File: src/cfmr_pkg.sv
// Package for the CRC framed message receiver: result type, status and kind
// codes, frame constants and the byte-wide CRC-16/ARC update function.
// Depends on nothing; every other file of the block imports it.
package cfmr_pkg;

   localparam int unsigned LEN_WIDTH  = 17;
   localparam int unsigned CRC_WIDTH  = 16;
   localparam int unsigned HEAD_BYTES = 8;

   localparam logic [CRC_WIDTH-1:0] CRC_POLY = 16'hA001;
   localparam logic [CRC_WIDTH-1:0] CRC_INIT = 16'h0000;
   localparam logic [31:0]          SYNC_WORD = 32'hBBACCAAA;
   localparam logic [LEN_WIDTH-1:0] MIN_PAYLOAD_LEN = 17'd4;
   localparam logic [LEN_WIDTH-1:0] MAX_LEN_RESET   = 17'd4096;

   localparam logic KIND_BODY   = 1'b0;
   localparam logic KIND_STATUS = 1'b1;

   localparam logic [1:0] STATUS_OK      = 2'd0;
   localparam logic [1:0] STATUS_BAD_SYNC = 2'd1;
   localparam logic [1:0] STATUS_BAD_LEN  = 2'd2;
   localparam logic [1:0] STATUS_BAD_CRC  = 2'd3;

   typedef struct packed {
      logic       kind;
      logic [7:0] body_byte;
      logic [7:0] frame_flags;
      logic [7:0] command;
      logic [1:0] status;
   } result_type;

   // Sync word byte expected at head position pos, little-endian order.
   function automatic logic [7:0] sync_byte(input logic [1:0] pos);
      logic [7:0] value;
      case (pos)
         2'd0:    value = SYNC_WORD[7:0];
         2'd1:    value = SYNC_WORD[15:8];
         2'd2:    value = SYNC_WORD[23:16];
         default: value = SYNC_WORD[31:24];
      endcase
      return value;
   endfunction

   // Reflected CRC-16 update with one data byte, eight bit steps.
   function automatic logic [CRC_WIDTH-1:0] crc_update(input logic [CRC_WIDTH-1:0] crc,
                                                       input logic [7:0] data);
      logic [CRC_WIDTH-1:0] value;
      value = crc ^ {8'h00, data};
      for (int k = 0; k < 8; k++) begin
         if (value[0]) begin
            value = (value >> 1) ^ CRC_POLY;
         end else begin
            value = value >> 1;
         end
      end
      return value;
   endfunction

endpackage

File: src/cfmr_parser.sv
// Input register and frame parser of the CRC framed message receiver.
// Holds the frame state and turns one byte into at most one result per cycle.
// Depends on cfmr_pkg.
module cfmr_parser (
   input  logic                          clock,
   input  logic                          reset,
   input  logic                          req_valid,
   output logic                          req_stall,
   input  logic [7:0]                    req_rx_byte,
   input  logic [cfmr_pkg::LEN_WIDTH-1:0] max_len,
   input  logic                          res_space,
   output logic                          res_valid,
   output cfmr_pkg::result_type          res
);
   import cfmr_pkg::*;

   localparam logic PHASE_HEAD    = 1'b0;
   localparam logic PHASE_PAYLOAD = 1'b1;

   logic                 in_valid_ff, in_valid_in;
   logic [7:0]           in_byte_ff;
   logic                 phase_ff, phase_in;
   logic [LEN_WIDTH-1:0] count_ff, count_in;
   logic [LEN_WIDTH-1:0] len_ff, len_in;
   logic [CRC_WIDTH-1:0] crc_ff, crc_in;
   logic                 sync_bad_ff, sync_bad_in;
   logic                 len_high_ff, len_high_in;
   logic [7:0]           flags_ff, flags_in;
   logic [7:0]           command_ff, command_in;
   logic [7:0]           crc_low_ff, crc_low_in;
   logic                 fire;
   logic                 accept;
   logic [CRC_WIDTH-1:0] crc_next;
   logic [LEN_WIDTH:0]   idx_plus2;
   logic [LEN_WIDTH:0]   len_wide;

   assign fire      = in_valid_ff && res_space;
   assign req_stall = in_valid_ff && !res_space;
   assign accept    = req_valid && !req_stall;
   assign crc_next  = crc_update(crc_ff, in_byte_ff);
   assign idx_plus2 = {1'b0, count_ff} + (LEN_WIDTH+1)'(2);
   assign len_wide  = {1'b0, len_ff};

   always_comb begin
      if (accept) begin
         in_valid_in = 1'b1;
      end else if (fire) begin
         in_valid_in = 1'b0;
      end else begin
         in_valid_in = in_valid_ff;
      end
   end

   always_comb begin
      phase_in    = phase_ff;
      count_in    = count_ff;
      len_in      = len_ff;
      crc_in      = crc_ff;
      sync_bad_in = sync_bad_ff;
      len_high_in = len_high_ff;
      flags_in    = flags_ff;
      command_in  = command_ff;
      crc_low_in  = crc_low_ff;
      res_valid   = 1'b0;
      res         = '0;
      if (fire) begin
         if (phase_ff == PHASE_HEAD) begin
            crc_in   = crc_next;
            count_in = count_ff + LEN_WIDTH'(1);
            case (count_ff[2:0])
               3'd0, 3'd1, 3'd2, 3'd3: begin
                  if (in_byte_ff != sync_byte(count_ff[1:0])) begin
                     sync_bad_in = 1'b1;
                  end
               end
               3'd4: begin
                  len_in = {9'b0, in_byte_ff};
               end
               3'd5: begin
                  len_in = len_ff | {1'b0, in_byte_ff, 8'b0};
               end
               3'd6: begin
                  len_in = len_ff | {in_byte_ff[0], 16'b0};
                  if (in_byte_ff[7:1] != 7'd0) begin
                     len_high_in = 1'b1;
                  end
               end
               default: begin
                  if (in_byte_ff != 8'd0) begin
                     len_high_in = 1'b1;
                  end
               end
            endcase
            if (count_ff[2:0] == 3'(HEAD_BYTES - 1)) begin
               if (sync_bad_in || len_high_in || len_in < MIN_PAYLOAD_LEN ||
                   len_in > max_len) begin
                  res_valid  = 1'b1;
                  res.kind   = KIND_STATUS;
                  res.status = sync_bad_in ? STATUS_BAD_SYNC : STATUS_BAD_LEN;
                  phase_in    = PHASE_HEAD;
                  count_in    = '0;
                  len_in      = '0;
                  crc_in      = CRC_INIT;
                  sync_bad_in = 1'b0;
                  len_high_in = 1'b0;
                  flags_in    = '0;
                  command_in  = '0;
                  crc_low_in  = '0;
               end else begin
                  phase_in = PHASE_PAYLOAD;
                  count_in = '0;
               end
            end
         end else begin
            if (idx_plus2 < len_wide) begin
               crc_in   = crc_next;
               count_in = count_ff + LEN_WIDTH'(1);
               if (count_ff == LEN_WIDTH'(0)) begin
                  flags_in = in_byte_ff;
               end else if (count_ff == LEN_WIDTH'(1)) begin
                  command_in = in_byte_ff;
               end else begin
                  res_valid       = 1'b1;
                  res.kind        = KIND_BODY;
                  res.body_byte   = in_byte_ff;
                  res.frame_flags = flags_ff;
                  res.command     = command_ff;
                  res.status      = STATUS_OK;
               end
            end else if (idx_plus2 == len_wide) begin
               crc_low_in = in_byte_ff;
               count_in   = count_ff + LEN_WIDTH'(1);
            end else begin
               res_valid       = 1'b1;
               res.kind        = KIND_STATUS;
               res.frame_flags = flags_ff;
               res.command     = command_ff;
               res.status      = ({in_byte_ff, crc_low_ff} == crc_ff) ? STATUS_OK
                                                                      : STATUS_BAD_CRC;
               phase_in    = PHASE_HEAD;
               count_in    = '0;
               len_in      = '0;
               crc_in      = CRC_INIT;
               sync_bad_in = 1'b0;
               len_high_in = 1'b0;
               flags_in    = '0;
               command_in  = '0;
               crc_low_in  = '0;
            end
         end
      end
   end

   always_ff @(posedge clock) begin
      if (reset) begin
         in_valid_ff <= 1'b0;
         phase_ff    <= PHASE_HEAD;
         count_ff    <= '0;
         len_ff      <= '0;
         crc_ff      <= CRC_INIT;
         sync_bad_ff <= 1'b0;
         len_high_ff <= 1'b0;
         flags_ff    <= '0;
         command_ff  <= '0;
         crc_low_ff  <= '0;
      end else begin
         in_valid_ff <= in_valid_in;
         phase_ff    <= phase_in;
         count_ff    <= count_in;
         len_ff      <= len_in;
         crc_ff      <= crc_in;
         sync_bad_ff <= sync_bad_in;
         len_high_ff <= len_high_in;
         flags_ff    <= flags_in;
         command_ff  <= command_in;
         crc_low_ff  <= crc_low_in;
      end
   end

   always_ff @(posedge clock) begin
      if (accept) begin
         in_byte_ff <= req_rx_byte;
      end
   end

endmodule

File: src/cfmr_out_buffer.sv
// Two-entry result register of the CRC framed message receiver, so that a single
// waiting result does not block the parser. Depends on cfmr_pkg.
module cfmr_out_buffer (
   input  logic                 clock,
   input  logic                 reset,
   input  logic                 push,
   input  cfmr_pkg::result_type push_data,
   output logic                 space,
   output logic                 rsp_valid,
   input  logic                 rsp_stall,
   output cfmr_pkg::result_type rsp_data
);
   import cfmr_pkg::*;

   result_type entry_ff [2];
   logic       wr_ptr_ff, wr_ptr_in;
   logic       rd_ptr_ff, rd_ptr_in;
   logic [1:0] count_ff, count_in;
   logic       pop;

   assign space     = (count_ff != 2'd2);
   assign rsp_valid = (count_ff != 2'd0);
   assign rsp_data  = entry_ff[rd_ptr_ff];
   assign pop       = rsp_valid && !rsp_stall;

   always_comb begin
      wr_ptr_in = push ? !wr_ptr_ff : wr_ptr_ff;
      rd_ptr_in = pop ? !rd_ptr_ff : rd_ptr_ff;
      count_in  = count_ff + 2'(push) - 2'(pop);
   end

   always_ff @(posedge clock) begin
      if (reset) begin
         wr_ptr_ff <= 1'b0;
         rd_ptr_ff <= 1'b0;
         count_ff  <= 2'd0;
      end else begin
         wr_ptr_ff <= wr_ptr_in;
         rd_ptr_ff <= rd_ptr_in;
         count_ff  <= count_in;
      end
   end

   always_ff @(posedge clock) begin
      if (push) begin
         entry_ff[wr_ptr_ff] <= push_data;
      end
   end

endmodule

File: src/crc_framed_message_receiver.sv
// A request accepted into the parser's input register is parsed once the result
// buffer has space; its result, if any, is pushed there and offered on rsp_valid.
// Throughput: one request per cycle while the buffer has room, set by the
// byte-wide combinational CRC/frame step between input register and result buffer.
// Reset (synchronous, active high) empties both registers, returns the parser to
// head collection and loads the maximum payload length with 4096.
module crc_framed_message_receiver (
   input  logic                          clock,
   input  logic                          reset,
   input  logic                          req_valid,
   output logic                          req_stall,
   input  logic [7:0]                    req_rx_byte,
   output logic                          rsp_valid,
   input  logic                          rsp_stall,
   output logic                          rsp_kind,
   output logic [7:0]                    rsp_body_byte,
   output logic [7:0]                    rsp_frame_flags,
   output logic [7:0]                    rsp_command,
   output logic [1:0]                    rsp_status,
   input  logic                          csr_write_enable,
   input  logic [cfmr_pkg::LEN_WIDTH-1:0] csr_write_data
);
   import cfmr_pkg::*;

   // The maximum payload length register. The user must write it only while the block is
   // idle (the block does not enforce this), so the parser may read it directly at the length check.
   logic [LEN_WIDTH-1:0] max_len_ff;

   // Between the parser and the result buffer: a result and its strobe, and
   // the buffer's report that it can take one more result.
   logic       res_valid;
   logic       res_space;
   result_type res;
   result_type rsp_data;

   always_ff @(posedge clock) begin
      if (reset) begin
         max_len_ff <= MAX_LEN_RESET;
      end else if (csr_write_enable) begin
         max_len_ff <= csr_write_data;
      end
   end

   // The parser registers each request, then runs the head check, length
   // check, CRC and body extraction on it combinationally.
   cfmr_parser u_parser (
      .clock       (clock),
      .reset       (reset),
      .req_valid   (req_valid),
      .req_stall   (req_stall),
      .req_rx_byte (req_rx_byte),
      .max_len     (max_len_ff),
      .res_space   (res_space),
      .res_valid   (res_valid),
      .res         (res)
   );

   // The two-entry buffer keeps the parser running while one result waits
   // for the consumer; the parser stalls only when both entries are full.
   cfmr_out_buffer u_out_buffer (
      .clock     (clock),
      .reset     (reset),
      .push      (res_valid),
      .push_data (res),
      .space     (res_space),
      .rsp_valid (rsp_valid),
      .rsp_stall (rsp_stall),
      .rsp_data  (rsp_data)
   );

   assign rsp_kind        = rsp_data.kind;
   assign rsp_body_byte   = rsp_data.body_byte;
   assign rsp_frame_flags = rsp_data.frame_flags;
   assign rsp_command     = rsp_data.command;
   assign rsp_status      = rsp_data.status;

endmodule
File: config.mk
export PLATFORM = sky130hd
export DESIGN_NAME = crc_framed_message_receiver
export DESIGN_NICKNAME = d
export VERILOG_FILES = /design/src/cfmr_pkg.sv /design/src/cfmr_parser.sv /design/src/cfmr_out_buffer.sv /design/src/crc_framed_message_receiver.sv
export SDC_FILE = /design/constraint.sdc
export NUM_CORES = 1
export LEC_CHECK = 0
export BUFFER_PORTS_ARGS = -buffer_cell sky130_fd_sc_hd__buf_2
export CAP_MARGIN = 30
export CORE_ASPECT_RATIO = 2
export CORE_MARGIN = 10
export CORE_UTILIZATION = 30
export DETAILED_ROUTE_END_ITERATION = 7
export GPL_TIMING_DRIVEN = 0
export PLACE_DENSITY = 0.44
export SYNTH_ARGS = -nofsm -noshare
export SYNTH_HDL_FRONTEND = slang
export SYNTH_SLANG_ARGS = --single-unit
File: constraint.sdc
create_clock -name clock -period 5.35 [get_ports clock]
set_clock_uncertainty 0.1 [all_clocks]
set_input_delay 0.8025 -clock clock [delete_from_list [all_inputs] [get_ports clock]]
set_output_delay 0.8025 -clock clock [all_outputs]
set_load 0.01 [all_outputs]
==> results of run 1 <==
## critical path, delay by kind of cell, from the launching register on
family	cells	cell delay (ns)
flip-flops	1	0.58
buffers and inverters	1	0.06
XOR/XNOR	3	0.50
adder cells (fa/ha/maj)	4	1.16
AO/OA/AOI/OAI	1	0.32
AND/OR/NAND/NOR	9	2.11
## per-layer routing
metal	wire length (um)	GRT usage	vias to the layer above
met5	0	0	-
met4	1126	0.07912	0
met3	553	0.02591	50
met2	14330	0.2782	101
met1	8157	0.1198	2944
li1	-	-	3041
## registers in the layout, indices dropped and copies added, names as in the netlist, named ones only
name	flops
u_parser.len_ff	17
u_parser.count_ff	17
u_out_buffer.rd_ptr_ff	1
u_parser.flags_ff	8
u_parser.command_ff	8
u_parser.in_valid_ff	1
u_parser.in_byte_ff	8
u_parser.crc_ff	16
u_parser.len_high_ff	1
u_parser.phase_ff	1
max_len_ff	17
u_parser.sync_bad_ff	1
u_out_buffer.count_ff	2
u_out_buffer.entry_ff	54
u_parser.crc_low_ff	8
u_out_buffer.wr_ptr_ff	1
## through the flow
step           setup TNS (ns)  cell area [um2]
2_1_floorplan               0             8369
3_3_place_gp           -47.36             9090
3_5_place_dp           -2.697             9106
4_1_cts                     0             9703
5_1_grt                     0             9726
6_report                    0             9726
## cell usage in the layout (no fill, tap or decap), types with 4 or more instances in the layout
cell type,Yosys,routed
nor3_1,5,4
buf_2,14,70
nor2b_1,5,5
or2_2,5,5
and2_1,26,26
a41o_1,8,8
a21oi_1,21,21
mux2_2,27,27
o2bb2ai_1,21,21
nand4_1,19,19
nor4_1,9,8
clkinvlp_4,0,4
dfxtp_1,100,100
xnor2_1,51,51
ha_1,47,47
o21a_1,4,4
a2bb2o_1,4,4
xor2_1,18,18
o21ai_0,4,4
edfxtp_1,62,62
mux2i_1,36,36
nand2_1,48,47
o211a_1,8,8
a32o_1,5,5
clkbuf_1,28,29
or4_1,7,7
a21o_1,10,10
clkbuf_16,0,17
nor2_1,72,71
a22oi_1,9,9
nand3_1,25,25
inv_1,55,55
a22o_1,4,4
## final cells by class
type                    count  area (um2)  area share
plain buffers              47       210.2     0.02161
clock buffers              19       432.9     0.04451
inverters                  56       210.2     0.02161
repair buffers             57       287.8     0.02959
clock inverters            13       151.4     0.01557
well taps                 352       440.4     0.04528
multi-input cells         545        4129      0.4245
flip-flops and latches    162        3864      0.3973
## synthesized netlist by cell type (all sizes together) (2+ instances only)
library cell	instances	share of area
edfxtp	62	0.22
nor2b	5	0.0037
nand4	20	0.016
o21a	4	0.0036
mux2i	36	0.043
o22ai	3	0.0022
or3	3	0.0022
a41o	8	0.0096
clkbuf	28	0.013
a22oi	12	0.013
buf	19	0.012
nor4	9	0.0067
xor2	18	0.019
a211oi	2	0.0018
a31oi	2	0.0015
ha	47	0.070
o21bai	3	0.0027
nand3	26	0.016
and3	2	0.0015
or2	5	0.0037
o211a	8	0.0096
or4	7	0.0063
a22o	4	0.0042
xnor2	51	0.053
a2111oi	2	0.0021
dfxtp	100	0.24
nand3b	2	0.0022
a21o	10	0.0090
a21oi	21	0.013
a2bb2o	5	0.0072
o211ai	3	0.0027
nand2	48	0.022
mux2	27	0.036
and2	27	0.020
nor2	72	0.032
a32o	5	0.0060
o41ai	2	0.0021
inv	56	0.025
o2bb2ai	21	0.022
nor3	6	0.0042
o21ai	4	0.0024
nand2b	3	0.0022
## worst max-delay path by stage
stage | end | slack [ns] | from
3_5_place_dp | u_out_buffer.entry_ff[0][14] | -0.10 | u_parser.count_ff[2]
3_3_place_gp | u_out_buffer.entry_ff[0][16] | -1.40 | u_parser.count_ff[2]
5_1_grt | u_out_buffer.count_ff[1] | 0.05 | u_parser.count_ff[2]
4_1_cts | u_parser.len_ff[9] | 0.003 | u_parser.count_ff[2]
6_report | u_out_buffer.count_ff[1] | 0.38 | u_parser.count_ff[1]
2_1_floorplan | u_out_buffer.entry_ff[0][0] | 0.60 | u_parser.count_ff[2]
## kinds of logic (layout without fill, tap and decap cells)
| family | Yosys count | after routing | synth area share |
|---|---|---|---|
| buffers and inverters | 103 | 192 | 0.05008 |
| adder cells (fa/ha/maj) | 47 | 47 | 0.07026 |
| multiplexers | 63 | 63 | 0.07938 |
| AO/OA/AOI/OAI | 127 | 127 | 0.1244 |
| XOR/XNOR | 69 | 69 | 0.07221 |
| AND/OR/NAND/NOR | 238 | 239 | 0.1420 |
| flip-flops | 162 | 162 | 0.4617 |
## report_power, final
| part | internal, uW | switching (uW) |
|---|---|---|
| Clock | 695 | 536 |
| Combinational | 234 | 320 |
| Sequential | 1330 | 40.8 |
## what timing repair did
| item | 4_1_cts | 5_1_grt |
|---|---|---|
| hold buffers | 0 | 0 |
| cloned | 1 | 0 |
| resized for setup | 1 | 6 |
| hold endpoints to repair | 0 | 0 |
| setup endpoints to repair | 28 | 52 |
| pin swaps | 0 | 1 |
==> results by group, run 1 <==
Outcome
  – Status: finished, final reports clean

Power and ir drop
  – Worst vdd ir: 0.1976 mV
  – Lkg Pwr: 0.003913 uW
  – Total power: 3156 uW
  – Pwr dens: 324.5 mW/mm2

Place
  – Placed Cells: 1218
  – Worst slack at placement: -0.1009 ns
  – DP HPWL: 18.76 mm
  – Port bufs: 56
  – Placer Congestion: 0.8141

Detailed routing
  – Pre-antenna DRT Iters: 5
  – DR WL/cell: 19.31 um
  – Residual DRC: 0
  – Via count: 6136
  – Final WL: 24.16 mm
  – Mean number of vias per cell: 4.905
  – Remaining antenna violation count after routing: 0
  – Iteration-0 DRC Markers: 294

Yosys
  – Synthesized instance count: 809
  – Commonest register cell after synthesis: dfxtp_1
  – Post-synth EDFFs: 62
  – Mapped Nets: 886
  – Synth Area per Inst: 10.35 um2
  – Synth async-reset ratio: 0
  – Yosys reg bits: 162
  – Synth Cell Area: 0.008369 mm2
  – Synth Warn #: 0
  – Library cells used by synthesis: 63
  – Sequential fraction of the synthesis area: 0.4617

GRT
  – Initial antenna violation count: 0
  – First-pass GRT wire length: 37.44 mm
  – Grt total ovfl: 0
  – Tot GR Track Use: 0.1376
  – Vias in the first global route: 6493
  – Largest net degree at the start of global routing: 28

STA
  – Minimum hold slack: 0.3585 ns
  – Crit share post-route: 0.9294
  – Slew headroom: 0.3322
  – Fin worst setup slack: 0.3775 ns
  – RSZ-0062 raised after global routing: no
  – Final setup fails: 0
  – Slew @ Worst Pin: 1.002 ns
  – Pins over their slew limit: 0
  – Max Fclk: 201.1 MHz
  – Final min period: 4.972 ns
  – Hold Vio Cnt, Final: 0

Die
  – Initial Util: 0.3038
  – Core footprint: 0.02755 mm2
  – Top-level port count: 59
  – Die height: 256.2 um
  – # rows: 86
  – Die W: 138.1 um
  – Area of the die: 0.03538 mm2

Min path
  – Worst Hold End: u_parser.command_ff[4]
  – Hold depth: 2
  – Worst Hold Class: reg -> reg
  – Hold_sp: u_parser.command_ff[4]

Cells and area
  – Post-route insts no fill: 1251
  – Layout cells sized above 1: 0.1713
  – Final Util: 0.3531
  – Synth-to-layout area growth: 16.21%
  – N_diodes: 0
  – Final nets: 963
  – Filler cells: 2880

Worst setup path
  – Kind of critical path: reg -> reg
  – Required @ worst endpoint: 5.56 ns
  – Slowest CP cell: or4_1
  – Most used cell, CP: ha_1
  – Crit path DAT: 5.18 ns
  – Startpoint Class: flop
  – CP peak stage delay: 0.59 ns
  – Max FO, Critical Path: 9
  – CP Capture Type: flop
  – R2r startpoint: u_parser.count_ff[1]
  – Reg2Reg Capture Point: u_out_buffer.count_ff[1]
  – R2r setup slk: 0.38 ns
  – Worst reg-to-reg path cell count: 18
  – Crit-path cells: ha_1, nand4_1, nor2_1, nand4_1, xnor2_1, ha_1, nand4_1, or4_1, a31oi_1, nor4_1, nor4_2, nand2_2, ha_1, inv_1, ha_1, xor2_1, xnor2_1, nor2_1

CTS
  – Clk sinks: 162
  – TritonCTS Buffers: 17
  – Clock transition at the registers of the reported paths: 0.07 ns
  – Setup Buffers After CTS: 0
  – H-tree levels: 4
  – CTS tree: built
  – CTS root buf: clkbuf_16
  – CTS max path bufs: 2
  – Clk_lat worst skew: 0.45 ns

Run
  – Max_cap viols: 0
No activity file was read; power rests on OpenSTA's default activity.
==> run 2, diff against run 1 <==
- ABC_AREA: not set -> 1
==> results by group, run 2 <==
Place
  – Placed Cells: 1614 (+33%)
  – Port bufs: 57 (+1.8%)
  – Post-DP Area: 0.009946 mm2 (+9.2%)
  – Placer Congestion: 0.8639 (+6.1%)
  – Worst slack at placement: 0.3274 ns (+0.4283 ns)
  – DP HPWL: 23.13 mm (+23%)

Cells and area
  – Final nets: 1342 (+39%)
  – Filler cells: 3266 (+13%)
  – Multi-input combinational cell area: 0.004476 mm2 (+8.4%)
  – Storage cell area: 0.003864 mm2 (unchanged)
  – Final Util: 0.3504 (-0.002688)
  – Max FFs per register: 54 (unchanged)
  – Top reg by flops: u_out_buffer.entry_ff
  – Layout cells sized above 1: 0.1362 (-0.03515)
  – N_diodes: 0 (unchanged)
  – Final instance area: 0.01057 mm2 (+8.7%)
  – Commonest non-fill, non-tap cells in the layout: 285 x nand2_1, 159 x inv_1, 139 x nor2_1
  – Commonest non-fill, non-tap cell in the layout: nand2_1
  – Post-route insts no fill: 1646 (+32%)
  – Synth-to-layout area growth: 15.47%

Yosys
  – Yosys reg bits: 162 (unchanged)
  – Mapped Nets: 1264 (+43%)
  – Synth top cells by count: 285 x nand2_1, 159 x inv_1, 140 x nor2_1, 100 x dfxtp_1, 68 x a21oi_1
  – Library cells used by synthesis: 49 (-22%)
  – Sequential fraction of the synthesis area: 0.4219 (-0.03974)
  – Adder-Cell Fraction of Synth Area: 0.06422 (-0.006048)
  – Largest family of logic cells by synthesized area: simple AND/OR/NAND/NOR gates
  – Post-synth EDFFs: 62 (unchanged)
  – Ranking of synthesized cells by area: dfxtp_1 22%, edfxtp_1 20%, nand2_1 12%
  – Post-synthesis simple-gate area fraction: 0.2771 (+0.1351)
  – Synth Cell Area: 0.009158 mm2 (+9.4%)
  – Share of the synthesized area in the top cell type: 0.2186 (-0.02059)
  – Synth Warn #: 0 (unchanged)
  – Most common cell in the netlist: nand2_1
  – Synth async-reset ratio: 0 (unchanged)
  – Commonest register cell after synthesis: dfxtp_1
  – Post-synthesis compound-gate area fraction: 0.07583 (-0.04855)
  – Mux contribution to synthesized area: 0.03320 (-0.04618)
  – Post-synth top area cell: dfxtp_1
  – Synth Area per Inst: 7.715 um2 (-25%)
  – XOR/XNOR share of the synthesized area: 0.03634 (-0.03586)
  – Synthesized instance count: 1187 (+47%)

CTS
  – Clock transition at the registers of the reported paths: 0.07 ns (about the same)
  – Setup Buffers After CTS: 0 (unchanged)
  – Clk_lat worst skew: 0.46 ns (about the same)
  – Clk sinks: 162 (unchanged)
  – TritonCTS Buffers: 17 (unchanged)
  – CTS max path bufs: 2 (unchanged)
  – CTS root buf: clkbuf_16
  – H-tree levels: 4 (unchanged)
  – CTS tree: built

Power and ir drop
  – Switch Pwr: 1386 uW (+55%)
  – P_int: 2475 uW (+9.5%)
  – Switching share of power: 0.3589 (+0.07483)
  – Pwr dens: 365.2 mW/mm2 (+13%)
  – Worst vdd ir: 0.2556 mV (+29%)
  – Clock power share: 0.338 (-0.052)
  – Combinational power share: 0.293 (+0.117)
  – Reg power frac: 0.370 (-0.064)
  – Lkg Pwr: 0.004765 uW (+22%)

Min path
  – Worst Hold Class: reg -> reg

STA
  – Final min period: 4.868 ns (-0.1043 ns)
  – Fin worst setup slack: 0.4819 ns (+0.1043 ns)
  – Slew headroom: 0.4149 (+0.08269)
  – Crit share post-route: 0.9099 (-0.01950)
  – Slew @ Worst Pin: 0.8756 ns (-0.1261 ns)
  – Hold Vio Cnt, Final: 0 (unchanged)
  – Minimum hold slack: 0.3641 ns (+0.005605 ns)
  – Max Fclk: 205.4 MHz (+2.1%)
  – Pins over their slew limit: 0 (unchanged)
  – RSZ-0062 raised after global routing: no
  – Final setup fails: 0 (unchanged)

Detailed routing
  – Mean number of vias per cell: 4.708 (-4.0%)
  – Final WL: 29.17 mm (+21%)
  – Iteration-0 DRC Markers: 383 (+30%)
  – Remaining antenna violation count after routing: 0 (unchanged)
  – DR WL/cell: 17.72 um (-8.3%)
  – Pre-antenna DRT Iters: 6 (+1)
  – Via count: 7749 (+26%)
  – Residual DRC: 0 (unchanged)

Worst setup path
  – Crit path DAT: 4.84 ns (-0.34 ns)
  – Required @ worst endpoint: 5.32 ns (-0.24 ns)
  – CP Capture Type: flop
  – Startpoint Class: flop
  – Max FO, Critical Path: 27 (+18)
  – Largest delay share family, worst path: simple AND/OR/NAND/NOR gates
  – Kind of critical path: reg -> reg
  – Slowest CP cell: nor2_4
  – Crit-path cells: buf_4, nand2_1, nor2_1, inv_1, nor2_1, nand2_1, xor2_1, ha_1, nand2_1, o21ai_0, nor2_1, nand2_1, nand2_1, nand2_1, nand2_1, nand3_1, nand3_1, nand2_1, nor2_4
  – Most used cell, CP: nand2_1
  – CP peak stage delay: 0.70 ns (+0.11 ns)
  – Critical path buffers and inverters: 2 (+1)

Die
  – Die height: 267.1 um (+4.2%)
  – Core footprint: 0.03018 mm2 (+9.6%)
  – Die W: 143.5 um (+3.9%)
  – Top-level port count: 59 (unchanged)
  – Initial Util: 0.3034 (-0.0003834)
  – # rows: 90 (+4.7%)
  – Area of the die: 0.03834 mm2 (+8.3%)

GRT
  – Largest net degree at the start of global routing: 28 (unchanged)
  – Initial antenna violation count: 0 (unchanged)
  – Tot GR Track Use: 0.1556 (+0.01804)
  – First-pass GRT wire length: 44.43 mm (+19%)
  – Grt total ovfl: 0 (unchanged)
  – Vias in the first global route: 7841 (+21%)

Run
  – Max_cap viols: 0 (unchanged)

Outcome
  – Status: finished, final reports clean
-- run 2: changes by cell type in the layout (fill, tap and decap cells not counted), moves of 10 or more --
cell / delta
xnor2_1: -36
nor3_1: +27
nor2_1: +68
and2_1: -25
o21ai_0: +30
o2bb2ai_1: -21
inv_1: +104
nand3_1: +40
a21oi_1: +44
o21ai_1: +10
nand2_1: +238
mux2i_1: -36
-- run 2: cells by family after synthesis --
| group | count (synthesis) |
|---|---|
| AOI/OAI and AO/OA | 127 |
| buffers and inverters | 206 |
| DFF | 162 |
| muxes | 27 |
| xor gates and xnor gates | 38 |
| and+or+nand+nor | 580 |
| adders and majority gates | 47 |
-- run 2: path summary, 6_finish.rpt --
kind                                            from                            to  slack, ns  depth (start not counted)
worst max-delay path            u_parser.count_ff[2]  u_out_buffer.entry_ff[0][19]       0.48                         19
worst min-delay path            u_parser.len_high_ff          u_parser.len_high_ff       0.36                          2
worst max register to register  u_parser.count_ff[2]  u_out_buffer.entry_ff[0][19]       0.48                         19
worst min register to register  u_parser.len_high_ff          u_parser.len_high_ff       0.36                          2
-- run 2: tightest hold or removal path, delay by kind of cell (launching register included) --
family / cells / cell delay, ns
AO/OA/AOI/OAI: 1 / 0.06
buffers and inverters: 1 / 0.06
flip-flops: 1 / 0.30
-- run 2: stage by stage --
| stage | total power (uW) | setup TNS (ns) |
|---|---|---|
| after floorplan | 2231 | 0 |
| after global placement | 2588 | -24.69 |
| after detailed placement | 2603 | 0 |
| after CTS | 3915 | 0 |
| after global routing | 4098 | 0 |
| final | 3861 | 0 |
-- run 2: per-layer routing --
layer | track usage | share of wire | vias to the layer above
li1 | - | - | 3983
met1 | 0.1386 | 0.34 | 3577
met2 | 0.3117 | 0.58 | 124
met3 | 0.02536 | 0.025 | 65
met4 | 0.08955 | 0.051 | 0
met5 | 0 | 0 | -
-- run 2: repair_timing --
action                                  in CTS  in global routing
gates resized for setup                      0                  3
hold buffers                                 0                  0
endpoints found under the setup margin       0                 28
-- run 2: cell type report --
cell class | instances | share of cell area
Clock buffer | 17 | 0.04023
Sequential cell | 162 | 0.3654
Buffer | 42 | 0.02083
Clock inverter | 15 | 0.01810
Timing Repair Buffer | 59 | 0.03029
Multi-Input combinational cell | 819 | 0.4233
Tap cell | 368 | 0.04355
Inverter | 164 | 0.05834
-- run 2: power groups by stage --
stage	Sequential, uW	Combinational (uW)	Clock [uW]
finish	1430	1130	1300
global route	1440	1280	1380
CTS	1430	1150	1340
detailed placement	1450	1150	0
global placement	1450	1140	0
floorplan	1440	794	0
==> run 3, diff against run 2 <==
- CELL_PAD_IN_SITES_DETAIL_PLACEMENT: not set -> 1
- CELL_PAD_IN_SITES_GLOBAL_PLACEMENT: not set -> 1
- PLACE_DENSITY: 0.44 -> 0.56
==> results by group, run 3 (synthesis results as in run 2) <==
Place
  – DP HPWL: 24.78 mm (+7.1%)
  – Worst slack at placement: 0.2288 ns (-0.09866 ns)
  – Post-DP Area: 0.009943 mm2 (about the same)
  – Placer Congestion: 0.8203 (-5.0%)
  – Port bufs: 57 (unchanged)

Detailed routing
  – Via count: 7910 (+2.1%)
  – Pre-antenna DRT Iters: 4 (-2)
  – Iteration-0 DRC Markers: 241 (-37%)
  – Residual DRC: 0 (unchanged)
  – Mean number of vias per cell: 4.806 (+2.1%)
  – Final WL: 30.84 mm (+5.7%)
  – DR WL/cell: 18.73 um (+5.7%)
  – Remaining antenna violation count after routing: 0 (unchanged)

Cells and area
  – Final Util: 0.3507 (+0.0003730)
  – Commonest non-fill, non-tap cells in the layout: 285 x nand2_1, 159 x inv_1, 139 x nor2_1
  – Commonest non-fill, non-tap cell in the layout: nand2_1
  – Max FFs per register: 54 (unchanged)
  – N_diodes: 0 (unchanged)
  – Top reg by flops: u_out_buffer.entry_ff
  – Synth-to-layout area growth: 15.59%
  – Final nets: 1342 (unchanged)
  – Layout cells sized above 1: 0.1354 (-0.0007825)
  – Final instance area: 0.01059 mm2 (+0.11%)

CTS
  – Resized Gates After CTS: 0 (unchanged)
  – TritonCTS Buffers: 17 (unchanged)
  – CTS tree: built
  – CTS max path bufs: 2 (unchanged)
  – H-tree levels: 4 (unchanged)
  – CTS root buf: clkbuf_16
  – Clk sinks: 162 (unchanged)
  – Clk_lat worst skew: 0.46 ns (about the same)
  – Clock transition at the registers of the reported paths: 0.07 ns (about the same)
  – # hold bufs at CTS: 0 (unchanged)
  – Setup Buffers After CTS: 0 (unchanged)

GRT
  – Vias in the first global route: 8444 (+7.7%)
  – Grt total ovfl: 0 (unchanged)
  – Tot GR Track Use: 0.1651 (+0.009531)
  – Initial antenna violation count: 0 (unchanged)
  – Largest net degree at the start of global routing: 28 (unchanged)
  – First-pass GRT wire length: 47.41 mm (+6.7%)

Min path
  – Worst Hold Class: reg -> reg

STA
  – Slew @ Worst Pin: 0.8533 ns (-0.02230 ns)
  – Final min period: 4.821 ns (-0.04731 ns)
  – Pins over their slew limit: 0 (unchanged)
  – Crit share post-route: 0.9011 (-0.008843)
  – Minimum hold slack: 0.3638 ns (-0.0002930 ns)
  – Final setup fails: 0 (unchanged)
  – Hold Vio Cnt, Final: 0 (unchanged)
  – Max Fclk: 207.4 MHz (+0.98%)
  – RSZ-0062 raised after global routing: no
  – Total negative setup slack: 0 ns (unchanged)
  – Slew headroom: 0.4298 (+0.01490)
  – Fin worst setup slack: 0.5292 ns (+0.04731 ns)

Die
  – Top-level port count: 59 (unchanged)
  – Die W: 143.5 um (unchanged)
  – Core footprint: 0.03018 mm2 (unchanged)
  – # rows: 90 (unchanged)
  – Initial Util: 0.3034 (unchanged)
  – Die height: 267.1 um (unchanged)
  – Area of the die: 0.03834 mm2 (unchanged)

Worst setup path
  – Required @ worst endpoint: 5.33 ns (about the same)
  – CP Capture Type: flop
  – Startpoint Class: flop
  – Kind of critical path: reg -> reg
  – Crit path DAT: 4.80 ns (-0.04 ns)
  – Max FO, Critical Path: 27 (unchanged)

Power and ir drop
  – Lkg Pwr: 0.004775 uW (+0.20%)
  – Worst vdd ir: 0.2279 mV (-11%)
  – Pwr dens: 367.5 mW/mm2 (+0.65%)

Outcome
  – Status: finished, final reports clean

Run
  – Max_cap viols: 0 (unchanged)
## run 3: changes by cell type in the layout (fill, tap and decap cells not counted), sizes merged
cell	change
clkinvlp	-2
clkinv	+3
bufinv	-1
## run 3: cell type report
class	instances	area (um2)
Sequential cell	162	3865
Clock inverter	15	211.5
Multi-Input combinational cell	819	4468
Buffer	42	220.2
Tap cell	368	460.4
Timing Repair Buffer	59	317.8
Inverter	164	616.8
Clock buffer	17	425.4
Fill cell	3715	19590
## run 3: report_power, final
group / switching (uW) / internal, uW
Sequential: 54.7 / 1370
Clock: 632 / 683
Combinational: 756 / 393
Total: 1440 / 2450
## run 3: path summary, 6_finish.rpt
check | startpoint | end | slack, ns | cells after the start
max | u_parser.count_ff[1] | u_out_buffer.entry_ff[0][25] | 0.53 | 22
min | u_parser.len_high_ff | u_parser.len_high_ff | 0.36 | 2
max reg2reg | u_parser.count_ff[1] | u_out_buffer.entry_ff[0][25] | 0.53 | 22
min reg2reg | u_parser.len_high_ff | u_parser.len_high_ff | 0.36 | 2
## run 3: through the flow
stage | std cells | power (uW)
6_report | 1646 | 3890
5_1_grt | 1646 | 4135
4_1_cts | 1646 | 3958
3_5_place_dp | 1614 | 2628
3_3_place_gp | 1612 | 2604
2_1_floorplan | 1187 | 2231
## run 3: critical path: stages (launching register included)
cell,delay [ns]
dfxtp_2,0.44
inv_1,0.18
ha_1,0.31
nor2_1,0.20
nand2_4,0.14
buf_6,0.17
a21oi_1,0.36
inv_1,0.11
ha_1,0.34
nand2_1,0.07
nand2_1,0.06
nand2_1,0.05
nand2_1,0.05
nand2_1,0.04
nand2_1,0.07
nand2_1,0.05
nand3_1,0.07
nand2_1,0.10
nand4_1,0.20
nand2_1,0.18
nor2_1,0.27
nand2_1,0.20
nor2_4,0.69
## run 3: metal layers
layer | vias up | global-route usage | share of wire
li1 | 3982 | - | -
met1 | 3789 | 0.1443 | 0.34
met2 | 87 | 0.3465 | 0.60
met3 | 52 | 0.02146 | 0.020
met4 | 0 | 0.07624 | 0.041
met5 | - | 0 | 0
